<file path="config.mk">
export PLATFORM = sky130hd
export DESIGN_NAME = gyro_to_pointer_motion_flat
export DESIGN_NICKNAME = d
export VERILOG_FILES = /design/src/hdl/gtp_pkg.sv /design/src/hdl/gtp_in_if.sv /design/src/hdl/gtp_out_if.sv /design/src/hdl/gtp_div.sv /design/src/hdl/gtp_lane.sv /design/src/hdl/gyro_to_pointer_motion.sv /design/src/flat_wrapper.sv
export SDC_FILE = /design/constraint.sdc
export NUM_CORES = 2
export LEC_CHECK = 0
export ABC_AREA = 1
export BUFFER_PORTS_ARGS = -buffer_cell sky130_fd_sc_hd__buf_4
export CORE_ASPECT_RATIO = 0.7
export CORE_UTILIZATION = 60
export DETAILED_ROUTE_END_ITERATION = 10
export PLACE_DENSITY_LB_ADDON = 0.08
export SETUP_SLACK_MARGIN = 0.5
export SYNTH_ARGS = -nofsm -noshare
export SYNTH_HDL_FRONTEND = slang
export SYNTH_SLANG_ARGS = --single-unit
</file>
<file path="constraint.sdc">
create_clock -name clk -period 6.29 [get_ports clk]
set_clock_uncertainty 0.05 [all_clocks]
set_input_delay 0.629 -clock clk [delete_from_list [all_inputs] [get_ports clk]]
set_output_delay 0.629 -clock clk [all_outputs]
set_load 0.01 [all_outputs]
</file>
<file path="src/hdl/gtp_pkg.sv">
`timescale 1ns / 1ps

package gtp_pkg;

  // Field and register widths
  localparam int RATE_W    = 16;
  localparam int BIAS_W    = 25;
  localparam int SMOOTH_W  = 26;
  localparam int ACC_W     = 28;
  localparam int FRAC_W    = 16;
  localparam int WHOLE_W   = ACC_W - FRAC_W;
  localparam int MOVE_W    = 8;
  localparam int ALPHA_W   = 9;
  localparam int DB_W      = 23;
  localparam int GAIN_W    = 17;
  localparam int CC_W      = 11;
  localparam int CFG_W     = 23;
  localparam int CFG_IDX_W = 2;
  localparam int Q8_SH     = 8;
  localparam int PROD_W    = SMOOTH_W + GAIN_W;

  localparam int MAX_CAL_SAMPLES_DEF = 1024;
  localparam int MOVE_LIM            = 127;

  localparam logic [ALPHA_W-1:0]       ALPHA_ONE = ALPHA_W'(256);
  localparam logic [ALPHA_W-1:0]       ALPHA_RST = ALPHA_W'(77);
  localparam logic [DB_W-1:0]          DB_RST    = DB_W'(3354);
  localparam logic signed [GAIN_W-1:0] GAIN_RST  = -GAIN_W'(1001);
  localparam logic [CC_W-1:0]          CC_RST    = CC_W'(150);

  typedef enum logic [CFG_IDX_W-1:0] {
    REG_EMA_ALPHA   = 2'd0,
    REG_DEAD_BAND   = 2'd1,
    REG_MOTION_GAIN = 2'd2,
    REG_CAL_COUNT   = 2'd3
  } cfg_reg_t;

  typedef enum logic [2:0] {
    T_IDLE,
    T_BIAS_Y,
    T_BIAS_Z,
    T_RUN,
    T_EMIT
  } top_st_t;

  typedef enum logic [2:0] {
    L_IDLE,
    L_MUL1,
    L_RND1,
    L_GATE,
    L_MUL2,
    L_RND2,
    L_ACC
  } lane_st_t;

  typedef enum logic [1:0] {
    D_IDLE,
    D_PREP,
    D_RUN,
    D_FIX
  } div_st_t;

  typedef struct packed {
    logic [ALPHA_W-1:0]       alpha;
    logic [DB_W-1:0]          dead_band;
    logic signed [GAIN_W-1:0] gain;
  } lane_cfg_t;

  typedef struct packed {
    logic start;
    logic commit;
  } lane_ctl_t;

  typedef struct packed {
    logic                      done;
    logic signed [WHOLE_W-1:0] whole;
  } lane_sts_t;

endpackage

</file>
<file path="src/hdl/gtp_in_if.sv">
`timescale 1ns / 1ps

interface gtp_in_if;
  import gtp_pkg::*;

  logic                     valid;
  logic                     ready;
  logic                     link_up;
  logic signed [RATE_W-1:0] rate_y;
  logic signed [RATE_W-1:0] rate_z;

  modport source (output valid, link_up, rate_y, rate_z, input ready);
  modport sink   (input valid, link_up, rate_y, rate_z, output ready);
endinterface

</file>
<file path="src/hdl/gtp_out_if.sv">
`timescale 1ns / 1ps

interface gtp_out_if;
  import gtp_pkg::*;

  logic                     valid;
  logic                     ready;
  logic signed [MOVE_W-1:0] move_x;
  logic signed [MOVE_W-1:0] move_y;

  modport source (output valid, move_x, move_y, input ready);
  modport sink   (input valid, move_x, move_y, output ready);
endinterface

</file>
<file path="src/hdl/gtp_div.sv">
`timescale 1ns / 1ps

// Restoring divider, one quotient bit a cycle: round(num * 256 / den), ties away from zero.
module gtp_div #(
  parameter int NUM_W = 27,
  parameter int DEN_W = 11
) (
  input  logic                             clk,
  input  logic                             rst_n,
  input  logic                             start,
  input  logic signed [NUM_W-1:0]          num,
  input  logic [DEN_W-1:0]                 den,
  output logic                             done,
  output logic signed [gtp_pkg::BIAS_W-1:0] quot
);
  import gtp_pkg::*;

  localparam int DVD_W = NUM_W + Q8_SH + 1;
  localparam int IT_W  = $clog2(DVD_W);

  div_st_t                  st_r, st_nxt;
  logic [DVD_W-1:0]         dvd_r, dvd_nxt;
  logic [DEN_W-1:0]         rem_r, rem_nxt;
  logic [DEN_W-1:0]         den_r, den_nxt;
  logic                     neg_r, neg_nxt;
  logic [IT_W-1:0]          it_r, it_nxt;
  logic signed [BIAS_W-1:0] quot_r, quot_nxt;
  logic                     done_r, done_nxt;

  logic [NUM_W-1:0] mag;
  logic [DEN_W:0]   rem_sh;
  logic [DEN_W:0]   rem_sub;
  logic             ge;

  always_comb begin
    mag     = num[NUM_W-1] ? NUM_W'(-num) : NUM_W'(num);
    rem_sh  = {rem_r, dvd_r[DVD_W-1]};
    rem_sub = rem_sh - {1'b0, den_r};
    ge      = (rem_sh >= {1'b0, den_r});
  end

  always_comb begin
    st_nxt   = st_r;
    dvd_nxt  = dvd_r;
    rem_nxt  = rem_r;
    den_nxt  = den_r;
    neg_nxt  = neg_r;
    it_nxt   = it_r;
    quot_nxt = quot_r;
    done_nxt = 1'b0;
    case (st_r)
      D_IDLE: begin
        if (start) begin
          neg_nxt = num[NUM_W-1];
          dvd_nxt = {1'b0, mag, {Q8_SH{1'b0}}};
          den_nxt = den;
          rem_nxt = '0;
          it_nxt  = '0;
          st_nxt  = D_PREP;
        end
      end
      D_PREP: begin
        // add half the divisor for rounding
        dvd_nxt = dvd_r + DVD_W'(den_r >> 1);
        st_nxt  = D_RUN;
      end
      D_RUN: begin
        rem_nxt = ge ? rem_sub[DEN_W-1:0] : rem_sh[DEN_W-1:0];
        dvd_nxt = {dvd_r[DVD_W-2:0], ge};
        it_nxt  = it_r + 1'b1;
        if (it_r == IT_W'(DVD_W - 1)) begin
          st_nxt = D_FIX;
        end
      end
      D_FIX: begin
        quot_nxt = neg_r ? -dvd_r[BIAS_W-1:0] : dvd_r[BIAS_W-1:0];
        done_nxt = 1'b1;
        st_nxt   = D_IDLE;
      end
      default: begin
        st_nxt = D_IDLE;
      end
    endcase
  end

  always_ff @(posedge clk) begin
    if (!rst_n) begin
      st_r   <= D_IDLE;
      done_r <= 1'b0;
    end else begin
      st_r   <= st_nxt;
      done_r <= done_nxt;
    end
  end

  always_ff @(posedge clk) begin
    dvd_r  <= dvd_nxt;
    rem_r  <= rem_nxt;
    den_r  <= den_nxt;
    neg_r  <= neg_nxt;
    it_r   <= it_nxt;
    quot_r <= quot_nxt;
  end

  assign done = done_r;
  assign quot = quot_r;

endmodule

</file>
<file path="src/hdl/gtp_lane.sv">
`timescale 1ns / 1ps

// One axis: EMA, deadzone and gain, each product formed by serial shift-and-add
// over the multiplier bits, then the saturating pixel accumulator.
module gtp_lane (
  input  logic                              clk,
  input  logic                              rst_n,
  input  gtp_pkg::lane_cfg_t                cfg,
  input  gtp_pkg::lane_ctl_t                ctl,
  input  logic signed [gtp_pkg::RATE_W-1:0] rate,
  input  logic signed [gtp_pkg::BIAS_W-1:0] bias,
  output gtp_pkg::lane_sts_t                sts
);
  import gtp_pkg::*;

  localparam int CNT_W = $clog2(GAIN_W);
  localparam logic signed [PROD_W-1:0] RND_UP = PROD_W'(1 << (Q8_SH - 1));
  localparam logic signed [PROD_W-1:0] RND_DN = PROD_W'((1 << (Q8_SH - 1)) - 1);
  localparam logic signed [PROD_W-1:0] ACC_HI = PROD_W'((1 << (ACC_W - 1)) - 1);
  localparam logic signed [PROD_W-1:0] ACC_LO = ~ACC_HI;

  lane_st_t                   st_r, st_nxt;
  logic [CNT_W-1:0]           cnt_r, cnt_nxt;
  logic [GAIN_W-1:0]          mr_r, mr_nxt;
  logic [ALPHA_W-1:0]         mb_r, mb_nxt;
  logic signed [PROD_W-1:0]   xa_r, xa_nxt;
  logic signed [PROD_W-1:0]   xb_r, xb_nxt;
  logic signed [PROD_W-1:0]   p_r, p_nxt;
  logic signed [SMOOTH_W-1:0] smooth_r, smooth_nxt;
  logic signed [ACC_W-1:0]    accum_r, accum_nxt;
  logic                       done_r, done_nxt;

  logic [ALPHA_W-1:0]         alpha_c;
  logic signed [SMOOTH_W-1:0] cur;
  logic signed [PROD_W-1:0]   p_rnd;
  logic [SMOOTH_W-1:0]        mag;
  logic                       pass;
  logic signed [PROD_W-1:0]   acc_sum;
  logic                       neg_frac;
  logic signed [WHOLE_W-1:0]  whole;
  logic signed [ACC_W-1:0]    rem;

  always_comb begin
    alpha_c  = (cfg.alpha > ALPHA_ONE) ? ALPHA_ONE : cfg.alpha;
    cur      = $signed({{(SMOOTH_W - RATE_W - Q8_SH){rate[RATE_W-1]}}, rate, {Q8_SH{1'b0}}})
               - SMOOTH_W'(bias);
    // round half away from zero on a divide by 256
    p_rnd    = p_r + (p_r[PROD_W-1] ? RND_DN : RND_UP);
    mag      = smooth_r[SMOOTH_W-1] ? SMOOTH_W'(-smooth_r) : SMOOTH_W'(smooth_r);
    pass     = (mag > SMOOTH_W'(cfg.dead_band));
    acc_sum  = PROD_W'(accum_r) + p_r;
    neg_frac = accum_r[ACC_W-1] && (|accum_r[FRAC_W-1:0]);
    whole    = accum_r[ACC_W-1:FRAC_W] + {{(WHOLE_W - 1){1'b0}}, neg_frac};
    rem      = neg_frac ? {{WHOLE_W{1'b1}}, accum_r[FRAC_W-1:0]}
                        : {{WHOLE_W{1'b0}}, accum_r[FRAC_W-1:0]};
  end

  always_comb begin
    st_nxt     = st_r;
    cnt_nxt    = cnt_r;
    mr_nxt     = mr_r;
    mb_nxt     = mb_r;
    xa_nxt     = xa_r;
    xb_nxt     = xb_r;
    p_nxt      = p_r;
    smooth_nxt = smooth_r;
    accum_nxt  = accum_r;
    done_nxt   = 1'b0;
    case (st_r)
      L_IDLE: begin
        if (ctl.start) begin
          xa_nxt  = PROD_W'(cur);
          xb_nxt  = PROD_W'(smooth_r);
          mr_nxt  = GAIN_W'(alpha_c);
          mb_nxt  = ALPHA_ONE - alpha_c;
          p_nxt   = '0;
          cnt_nxt = '0;
          st_nxt  = L_MUL1;
        end else if (ctl.commit) begin
          accum_nxt = rem;
        end
      end
      L_MUL1: begin
        p_nxt   = p_r + (mr_r[0] ? xa_r : '0) + (mb_r[0] ? xb_r : '0);
        xa_nxt  = xa_r <<< 1;
        xb_nxt  = xb_r <<< 1;
        mr_nxt  = mr_r >> 1;
        mb_nxt  = mb_r >> 1;
        cnt_nxt = cnt_r + 1'b1;
        if (cnt_r == CNT_W'(ALPHA_W - 1)) begin
          st_nxt = L_RND1;
        end
      end
      L_RND1: begin
        smooth_nxt = p_rnd[SMOOTH_W+Q8_SH-1:Q8_SH];
        st_nxt     = L_GATE;
      end
      L_GATE: begin
        xa_nxt  = pass ? PROD_W'(smooth_r) : '0;
        mr_nxt  = cfg.gain;
        p_nxt   = '0;
        cnt_nxt = '0;
        st_nxt  = L_MUL2;
      end
      L_MUL2: begin
        // top gain bit carries negative weight
        if (mr_r[0]) begin
          if (cnt_r == CNT_W'(GAIN_W - 1)) begin
            p_nxt = p_r - xa_r;
          end else begin
            p_nxt = p_r + xa_r;
          end
        end
        xa_nxt  = xa_r <<< 1;
        mr_nxt  = mr_r >> 1;
        cnt_nxt = cnt_r + 1'b1;
        if (cnt_r == CNT_W'(GAIN_W - 1)) begin
          st_nxt = L_RND2;
        end
      end
      L_RND2: begin
        p_nxt  = p_rnd >>> Q8_SH;
        st_nxt = L_ACC;
      end
      L_ACC: begin
        if (acc_sum > ACC_HI) begin
          accum_nxt = ACC_HI[ACC_W-1:0];
        end else if (acc_sum < ACC_LO) begin
          accum_nxt = ACC_LO[ACC_W-1:0];
        end else begin
          accum_nxt = acc_sum[ACC_W-1:0];
        end
        done_nxt = 1'b1;
        st_nxt   = L_IDLE;
      end
      default: begin
        st_nxt = L_IDLE;
      end
    endcase
  end

  always_ff @(posedge clk) begin
    if (!rst_n) begin
      st_r     <= L_IDLE;
      done_r   <= 1'b0;
      smooth_r <= '0;
      accum_r  <= '0;
    end else begin
      st_r     <= st_nxt;
      done_r   <= done_nxt;
      smooth_r <= smooth_nxt;
      accum_r  <= accum_nxt;
    end
  end

  always_ff @(posedge clk) begin
    cnt_r <= cnt_nxt;
    mr_r  <= mr_nxt;
    mb_r  <= mb_nxt;
    xa_r  <= xa_nxt;
    xb_r  <= xb_nxt;
    p_r   <= p_nxt;
  end

  assign sts.done  = done_r;
  assign sts.whole = whole;

endmodule

</file>
<file path="src/hdl/gyro_to_pointer_motion.sv">
`timescale 1ns / 1ps

// Gyro rate samples in, pointer moves out.
// in_ch carries one item per sample: link_up plus signed Y and Z rates. out_ch
// carries move_x (from Z) and move_y (from Y), each saturated to +-127.
// cfg_we / cfg_index / cfg_data write ema_alpha, dead_band, motion_gain and
// calibration_count; write them only while the block is idle.
// A link-down item or a calibration sample leaves the block idle. The sample
// that completes calibration runs the serial divider twice, once per axis,
// Y then Z. A filtered item runs the two serial multiplies in each axis lane
// (9 alpha bits, then 17 gain bits), then rounds and accumulates; both lanes
// run side by side. A move is then handed to the output register on out_ch.
// No item is taken until the block is back in its idle state.
// Reset clears configuration to its defaults, calibration, bias, filter and
// accumulators, and drops any pending move.
// A stalled receiver does not stop intake at first: the register holds its item
// and the next is taken; a new move waits, with intake, until the register frees.
module gyro_to_pointer_motion #(
  parameter int MAX_CAL_SAMPLES = gtp_pkg::MAX_CAL_SAMPLES_DEF
) (
  input  logic                           clk,
  input  logic                           rst_n,
  gtp_in_if.sink                         in_ch,
  gtp_out_if.source                      out_ch,
  input  logic                           cfg_we,
  input  logic [gtp_pkg::CFG_IDX_W-1:0]  cfg_index,
  input  logic [gtp_pkg::CFG_W-1:0]      cfg_data
);
  import gtp_pkg::*;

  localparam int CNT_W = $clog2(MAX_CAL_SAMPLES + 1);
  localparam int SUM_W = RATE_W + CNT_W;
  localparam int NW    = (CNT_W > CC_W) ? CNT_W : CC_W;
  localparam logic [NW-1:0] N_MAX = NW'(MAX_CAL_SAMPLES);
  localparam logic signed [WHOLE_W-1:0] W_HI = WHOLE_W'(MOVE_LIM);
  localparam logic signed [WHOLE_W-1:0] W_LO = -W_HI;

  // configuration registers
  logic [ALPHA_W-1:0]       alpha_r;
  logic [DB_W-1:0]          db_r;
  logic signed [GAIN_W-1:0] gain_r;
  logic [CC_W-1:0]          cc_r;

  // control and calibration state
  top_st_t                  st_r, st_nxt;
  logic                     cal_done_r, cal_done_nxt;
  logic [CNT_W-1:0]         cnt_r, cnt_nxt;
  logic signed [SUM_W-1:0]  sum_y_r, sum_y_nxt;
  logic signed [SUM_W-1:0]  sum_z_r, sum_z_nxt;
  logic signed [BIAS_W-1:0] bias_y_r, bias_y_nxt;
  logic signed [BIAS_W-1:0] bias_z_r, bias_z_nxt;

  // output register
  logic                     out_valid_r, out_valid_nxt;
  logic signed [MOVE_W-1:0] move_x_r, move_x_nxt;
  logic signed [MOVE_W-1:0] move_y_r, move_y_nxt;

  logic                     accept;
  logic signed [SUM_W-1:0]  sum_y_add, sum_z_add;
  logic [CNT_W-1:0]         cnt_inc;
  logic [NW-1:0]            cc_ext, n_eff;
  logic                     cal_full;

  logic                     div_start, div_done;
  logic signed [SUM_W-1:0]  div_num;
  logic [CNT_W-1:0]         div_den;
  logic signed [BIAS_W-1:0] div_quot;

  lane_cfg_t                lane_cfg;
  lane_ctl_t                lane_ctl;
  lane_sts_t                sts_x, sts_y;

  function automatic logic signed [MOVE_W-1:0] clip_move(logic signed [WHOLE_W-1:0] w);
    logic signed [WHOLE_W-1:0] c;
    c = (w > W_HI) ? W_HI : ((w < W_LO) ? W_LO : w);
    return c[MOVE_W-1:0];
  endfunction

  // configuration writes
  always_ff @(posedge clk) begin
    if (!rst_n) begin
      alpha_r <= ALPHA_RST;
      db_r    <= DB_RST;
      gain_r  <= GAIN_RST;
      cc_r    <= CC_RST;
    end else if (cfg_we) begin
      case (cfg_reg_t'(cfg_index))
        REG_EMA_ALPHA:   alpha_r <= cfg_data[ALPHA_W-1:0];
        REG_DEAD_BAND:   db_r    <= cfg_data[DB_W-1:0];
        REG_MOTION_GAIN: gain_r  <= cfg_data[GAIN_W-1:0];
        REG_CAL_COUNT:   cc_r    <= cfg_data[CC_W-1:0];
        default: ;
      endcase
    end
  end

  assign in_ch.ready = (st_r == T_IDLE);
  assign accept      = in_ch.valid && in_ch.ready;

  // calibration bookkeeping: the effective count is clamped to 1..MAX_CAL_SAMPLES
  always_comb begin
    sum_y_add = sum_y_r + SUM_W'(in_ch.rate_y);
    sum_z_add = sum_z_r + SUM_W'(in_ch.rate_z);
    cnt_inc   = cnt_r + 1'b1;
    cc_ext    = NW'(cc_r);
    if (cc_ext == '0) begin
      n_eff = NW'(1);
    end else if (cc_ext > N_MAX) begin
      n_eff = N_MAX;
    end else begin
      n_eff = cc_ext;
    end
    cal_full = (NW'(cnt_inc) >= n_eff);
  end

  // Y bias starts straight from the accept cycle; Z follows from the stored sums
  assign div_num = (st_r == T_IDLE) ? sum_y_add : sum_z_r;
  assign div_den = (st_r == T_IDLE) ? cnt_inc : cnt_r;

  assign lane_cfg.alpha     = alpha_r;
  assign lane_cfg.dead_band = db_r;
  assign lane_cfg.gain      = gain_r;

  always_comb begin
    st_nxt          = st_r;
    cal_done_nxt    = cal_done_r;
    cnt_nxt         = cnt_r;
    sum_y_nxt       = sum_y_r;
    sum_z_nxt       = sum_z_r;
    bias_y_nxt      = bias_y_r;
    bias_z_nxt      = bias_z_r;
    move_x_nxt      = move_x_r;
    move_y_nxt      = move_y_r;
    out_valid_nxt   = out_valid_r && !out_ch.ready;
    div_start       = 1'b0;
    lane_ctl.start  = 1'b0;
    lane_ctl.commit = 1'b0;
    case (st_r)
      T_IDLE: begin
        if (accept) begin
          if (!in_ch.link_up) begin
            // link lost: drop calibration, keep filter, bias and accumulators
            cal_done_nxt = 1'b0;
            cnt_nxt      = '0;
            sum_y_nxt    = '0;
            sum_z_nxt    = '0;
          end else if (!cal_done_r) begin
            sum_y_nxt = sum_y_add;
            sum_z_nxt = sum_z_add;
            cnt_nxt   = cnt_inc;
            if (cal_full) begin
              div_start = 1'b1;
              st_nxt    = T_BIAS_Y;
            end
          end else begin
            lane_ctl.start = 1'b1;
            st_nxt         = T_RUN;
          end
        end
      end
      T_BIAS_Y: begin
        if (div_done) begin
          bias_y_nxt = div_quot;
          div_start  = 1'b1;
          st_nxt     = T_BIAS_Z;
        end
      end
      T_BIAS_Z: begin
        if (div_done) begin
          bias_z_nxt   = div_quot;
          cal_done_nxt = 1'b1;
          cnt_nxt      = '0;
          sum_y_nxt    = '0;
          sum_z_nxt    = '0;
          st_nxt       = T_IDLE;
        end
      end
      T_RUN: begin
        if (sts_y.done) begin
          st_nxt = ((sts_x.whole != '0) || (sts_y.whole != '0)) ? T_EMIT : T_IDLE;
        end
      end
      T_EMIT: begin
        // wait for the output register, then hand over and strip the whole pixels
        if (!out_valid_r || out_ch.ready) begin
          move_x_nxt      = clip_move(sts_x.whole);
          move_y_nxt      = clip_move(sts_y.whole);
          out_valid_nxt   = 1'b1;
          lane_ctl.commit = 1'b1;
          st_nxt          = T_IDLE;
        end
      end
      default: begin
        st_nxt = T_IDLE;
      end
    endcase
  end

  always_ff @(posedge clk) begin
    if (!rst_n) begin
      st_r        <= T_IDLE;
      cal_done_r  <= 1'b0;
      cnt_r       <= '0;
      sum_y_r     <= '0;
      sum_z_r     <= '0;
      bias_y_r    <= '0;
      bias_z_r    <= '0;
      out_valid_r <= 1'b0;
    end else begin
      st_r        <= st_nxt;
      cal_done_r  <= cal_done_nxt;
      cnt_r       <= cnt_nxt;
      sum_y_r     <= sum_y_nxt;
      sum_z_r     <= sum_z_nxt;
      bias_y_r    <= bias_y_nxt;
      bias_z_r    <= bias_z_nxt;
      out_valid_r <= out_valid_nxt;
    end
  end

  always_ff @(posedge clk) begin
    move_x_r <= move_x_nxt;
    move_y_r <= move_y_nxt;
  end

  assign out_ch.valid  = out_valid_r;
  assign out_ch.move_x = move_x_r;
  assign out_ch.move_y = move_y_r;

  // shared bias divider, Y then Z
  gtp_div #(
    .NUM_W (SUM_W),
    .DEN_W (CNT_W)
  ) u_div (
    .clk   (clk),
    .rst_n (rst_n),
    .start (div_start),
    .num   (div_num),
    .den   (div_den),
    .done  (div_done),
    .quot  (div_quot)
  );

  // Z rate drives horizontal motion
  gtp_lane u_lane_x (
    .clk   (clk),
    .rst_n (rst_n),
    .cfg   (lane_cfg),
    .ctl   (lane_ctl),
    .rate  (in_ch.rate_z),
    .bias  (bias_z_r),
    .sts   (sts_x)
  );

  gtp_lane u_lane_y (
    .clk   (clk),
    .rst_n (rst_n),
    .cfg   (lane_cfg),
    .ctl   (lane_ctl),
    .rate  (in_ch.rate_y),
    .bias  (bias_y_r),
    .sts   (sts_y)
  );

endmodule

</file>
<file path="src/flat_wrapper.sv">
// flat-port wrapper written by rule: the top's interface ports become plain ports
module gyro_to_pointer_motion_flat import gtp_pkg::*;
#(
  parameter int MAX_CAL_SAMPLES = gtp_pkg::MAX_CAL_SAMPLES_DEF
)
  (clk, rst_n, cfg_we, cfg_index, cfg_data, in_ch_valid, in_ch_link_up, in_ch_rate_y, in_ch_rate_z, in_ch_ready, out_ch_valid, out_ch_move_x, out_ch_move_y, out_ch_ready);
  gtp_in_if in_ch_i ();
  gtp_out_if out_ch_i ();
  input  logic clk;
  input  logic rst_n;
  input  logic cfg_we;
  input  logic [gtp_pkg::CFG_IDX_W-1:0] cfg_index;
  input  logic [gtp_pkg::CFG_W-1:0] cfg_data;
  input wire logic [$bits(in_ch_i.valid)-1:0] in_ch_valid;
  input wire logic [$bits(in_ch_i.link_up)-1:0] in_ch_link_up;
  input wire logic [$bits(in_ch_i.rate_y)-1:0] in_ch_rate_y;
  input wire logic [$bits(in_ch_i.rate_z)-1:0] in_ch_rate_z;
  output wire logic [$bits(in_ch_i.ready)-1:0] in_ch_ready;
  output wire logic [$bits(out_ch_i.valid)-1:0] out_ch_valid;
  output wire logic [$bits(out_ch_i.move_x)-1:0] out_ch_move_x;
  output wire logic [$bits(out_ch_i.move_y)-1:0] out_ch_move_y;
  input wire logic [$bits(out_ch_i.ready)-1:0] out_ch_ready;
  assign in_ch_i.valid = in_ch_valid;
  assign in_ch_i.link_up = in_ch_link_up;
  assign in_ch_i.rate_y = in_ch_rate_y;
  assign in_ch_i.rate_z = in_ch_rate_z;
  assign in_ch_ready = in_ch_i.ready;
  assign out_ch_valid = out_ch_i.valid;
  assign out_ch_move_x = out_ch_i.move_x;
  assign out_ch_move_y = out_ch_i.move_y;
  assign out_ch_i.ready = out_ch_ready;
  gyro_to_pointer_motion #(.MAX_CAL_SAMPLES(MAX_CAL_SAMPLES)) u_core (.clk(clk), .rst_n(rst_n), .in_ch(in_ch_i), .out_ch(out_ch_i), .cfg_we(cfg_we), .cfg_index(cfg_index), .cfg_data(cfg_data));
endmodule
</file>
==> qor.txt <==
Status -> finished, final reports clean
DIE WIDTH -> 393.1 um
Vias per cell -> 6.188
Hold wc startpoint -> cfg_data[12]
Placer Congestion -> 1.097
CP max FO -> 27
Initial Util -> 60.47%
Max-slew headroom -> 13.70%
I/O Pins -> 81
Total Neg Setup Slack -> 0 ns
Std cell rows -> 100
Grt total ovfl -> 0
Synthesized flop and latch total -> 724
P&R area growth vs syn -> 7.155%
Num CTS Buffers -> 77
Clock H-tree levels -> 3
Fin nets -> 9927
Worst EP arrival -> 5.57 ns
Clk_lat worst skew -> 0.69 ns
First-pass GRT wire length -> 356.7 mm
Clock transition at path regs -> 0.07 ns
Root buffer cell -> clkbuf_16
Final min period -> 5.206 ns
Post-synth EDFFs -> 426
Placed insts -> 10.67k
Fin worst setup slack -> 1.084 ns
Post-Syn Nets -> 9949
Clock sink count -> 724
Synth top area share -> 19.92%
Crit start category -> flip-flop
Worst Hold Class -> primary input to flip-flop
WP data required -> 6.65 ns
RSZ-0062 raised after global routing -> false
DR WL/cell -> 22.43 um
Power Density -> 204.2 nW/um^2
DRT antenna net count -> 0
R2R setup slack -> 1.08 ns
Cts hold-fix bufs -> 0
Largest net degree at the start of global routing -> 95
CP Class -> flip-flop to flip-flop
CTS tree -> yes
Initial antenna violation count -> 18
Cell Area, Placed -> 66200 um^2
Worst Tran Pin Value -> 1.295 ns
Critical Path End Type -> flip-flop
Synthesized area per cell -> 6.876 um^2
Most used DFF post-synth -> edfxtp_1
Fraction of registers with async set/reset -> 0%
First-pass iteration count of the detailed router -> 11
Reg-to-Reg Start -> u_core.u_lane_y.cnt_r[0]$_SDFFCE_PP0P_
Endpoints failing hold -> 0
Distinct cell type count after synthesis -> 79
Most common cell in the netlist -> nand2_1
Fillcell total -> 9445
Period Utilization, post-route -> 82.76%
Peak supply drop -> 236.5 uV
Hold Path End -> u_core.gain_r[12]$_SDFFE_PN1P_
Overall via count from detail_route -> 66.98k
R2R depth -> 20
Post-CTS sizing -> 0
Mapped Cells -> 9341
Core region area -> 106200 um^2
DRT iter0 DRCs -> 9798
Ys Warns -> 0
Max_cap viols -> 0
Dpl hpwl -> 192.1 mm
Pins Over Slew Limit -> 0
Clk buf depth -> 3
Final Core Density -> 64.79%
DR DRC count -> 0
Hold path depth -> 3
Die Height -> 275.7 um
P_leak -> 32.13 nW
Vias in the first global route -> 59.06k
Design area -> 68830 um^2
Port bufs -> 80
Post-synthesis sequential area ratio -> 29.20%
Die ar. -> 108400 um^2
Endpoints failing setup -> 0
Postcts setup bufs -> 0
Overall global routing resource usage -> 43.37%
Fmax -> 192.1 MHz
Post-synth top area cell -> edfxtp_1
Synth Cell Area -> 64230 um^2
WL final -> 242.8 mm
Reg2reg end -> u_core.u_lane_y.p_r[38]$_DFFE_PP_
Synth cell count leaders -> 2271 x nand2_1, 1252 x inv_1, 916 x a21oi_1
Layout cell share with drive strength beyond 1 -> 5.275%
Post-Layout Cell Count -> 10.82k
Place WS -> 1.372 ns
Synth area leaders -> edfxtp_1 20%, nand2_1 13%, dfxtp_1 9.3%
-- logic make-up (layout without fill, tap and decap cells) --
group / Yosys count / in the layout / synth area share, %
xor+xnor: 340 / 340 / 4.636
fa+ha+maj: 545 / 545 / 11.72
simple gates: 4094 / 4094 / 27.18
other cells: 0 / 11 / 0
mux: 1 / 1 / 0.01558
buf+inv: 1523 / 1566 / 9.056
compound gates: 2114 / 2114 / 18.19
flops: 724 / 724 / 29.20
-- where the power goes --
part | internal [mW] | switching, mW
logic | 1.11 | 2.54
registers | 5.27 | 0.320
clock network | 2.67 | 2.15
total | 9.05 | 5.00
-- critical path, stage by stage, from the launching register on --
cell	delay (ns)
edfxtp_1	0.43
inv_1	0.08
ha_1	0.14
inv_1	0.04
nor2_1	0.13
nand3_1	0.13
buf_4	0.26
o31ai_1	0.13
xor2_1	0.25
inv_1	0.08
ha_1	0.36
a21oi_1	0.33
o21ai_0	0.17
a21oi_1	0.28
o21ai_0	0.24
a21boi_0	0.74
o21ai_0	0.39
a211oi_1	0.42
nand2_1	0.09
nand3_1	0.10
nand3_1	0.08
-- how the worst max path moves through the flow --
stage                                                       from                                 to  cells after the start
after CTS                      u_core.u_lane_x.xa_r[2]$_DFFE_PP_  u_core.u_lane_x.p_r[37]$_DFFE_PP_                     22
after global routing           u_core.u_lane_x.xa_r[2]$_DFFE_PP_  u_core.u_lane_x.p_r[37]$_DFFE_PP_                     22
after detailed placement       u_core.u_lane_x.xa_r[2]$_DFFE_PP_  u_core.u_lane_x.p_r[37]$_DFFE_PP_                     22
after floorplan                                    in_ch_link_up   u_core.u_lane_x.p_r[0]$_DFFE_PP_                      8
final                     u_core.u_lane_y.cnt_r[0]$_SDFFCE_PP0P_  u_core.u_lane_y.p_r[38]$_DFFE_PP_                     20
after global placement         u_core.u_lane_x.xa_r[2]$_DFFE_PP_  u_core.u_lane_x.p_r[37]$_DFFE_PP_                     22
-- per-layer routing --
metal  global-route usage, %  vias up  wire [um]
met1                   62.27    30790     101200
met2                   55.99     4346      90000
met3                   20.72      549      42680
li1                        -    31260          -
met4                   12.59       36       7964
met5                   4.242        -       1009
-- final cells by class --
type / instances / area [um^2] / share of cell area [%]
Multi-Input combinational cell: 7094 / 39770 / 57.78
Inverter: 1277 / 4793 / 6.964
Clock buffer: 119 / 2333 / 3.390
Sequential cell: 724 / 18760 / 27.25
Antenna cell: 11 / 27.53 / 0.03999
Timing Repair Buffer: 145 / 1092 / 1.587
Clock inverter: 25 / 269.0 / 0.3909
Tap cell: 1428 / 1787 / 2.596
-- layout by cell type, fill, tap and decap left out, types with 37 or more instances in the layout --
cell / n
inv_1: 1251
edfxtp_1: 426
o211ai_1: 70
xor2_1: 246
nand3_1: 499
buf_4: 144
nor3_1: 154
a31oi_1: 83
xnor2_1: 94
nor2_1: 782
nand4_1: 91
a21oi_1: 914
or2_2: 71
ha_1: 451
clkbuf_16: 84
nor4_1: 60
o221ai_1: 40
o21ai_0: 748
dfxtp_1: 298
fa_1: 94
nand2_1: 2267
o21bai_1: 37
-- through the flow --
step | hold slack [ns] | power, mW
6_report | 0.1468 | 14.06
5_1_grt | 0.1421 | 14.55
2_1_floorplan | 0.3831 | 7.964
3_3_place_gp | 0.3967 | 9.049
4_1_cts | 0.1193 | 13.85
3_5_place_dp | 0.4031 | 9.105
-- registers in the layout, summed over array words and instances (netlist names), 17 cells and up --
signal and count:
u_core.u_lane_x.smooth_r 26, u_core.bias_z_r 25, u_core.gain_r 17, u_core.u_lane_y.smooth_r 26, u_core.sum_z_r 27, u_core.bias_y_r 25, u_core.u_lane_y.xa_r 43, u_core.u_lane_y.accum_r 28
u_core.u_lane_y.p_r 43, u_core.u_lane_x.accum_r 28, u_core.u_lane_y.mr_r 17, u_core.u_lane_x.xb_r 43, u_core.u_lane_x.mr_r 17, u_core.u_lane_x.p_r 43, u_core.u_div.quot 25, u_core.u_lane_y.xb_r 43
u_core.u_lane_x.xa_r 43, u_core.db_r 23, u_core.u_div.dvd_r 36, u_core.sum_y_r 27
No activity file was read; power rests on OpenSTA's default activity.
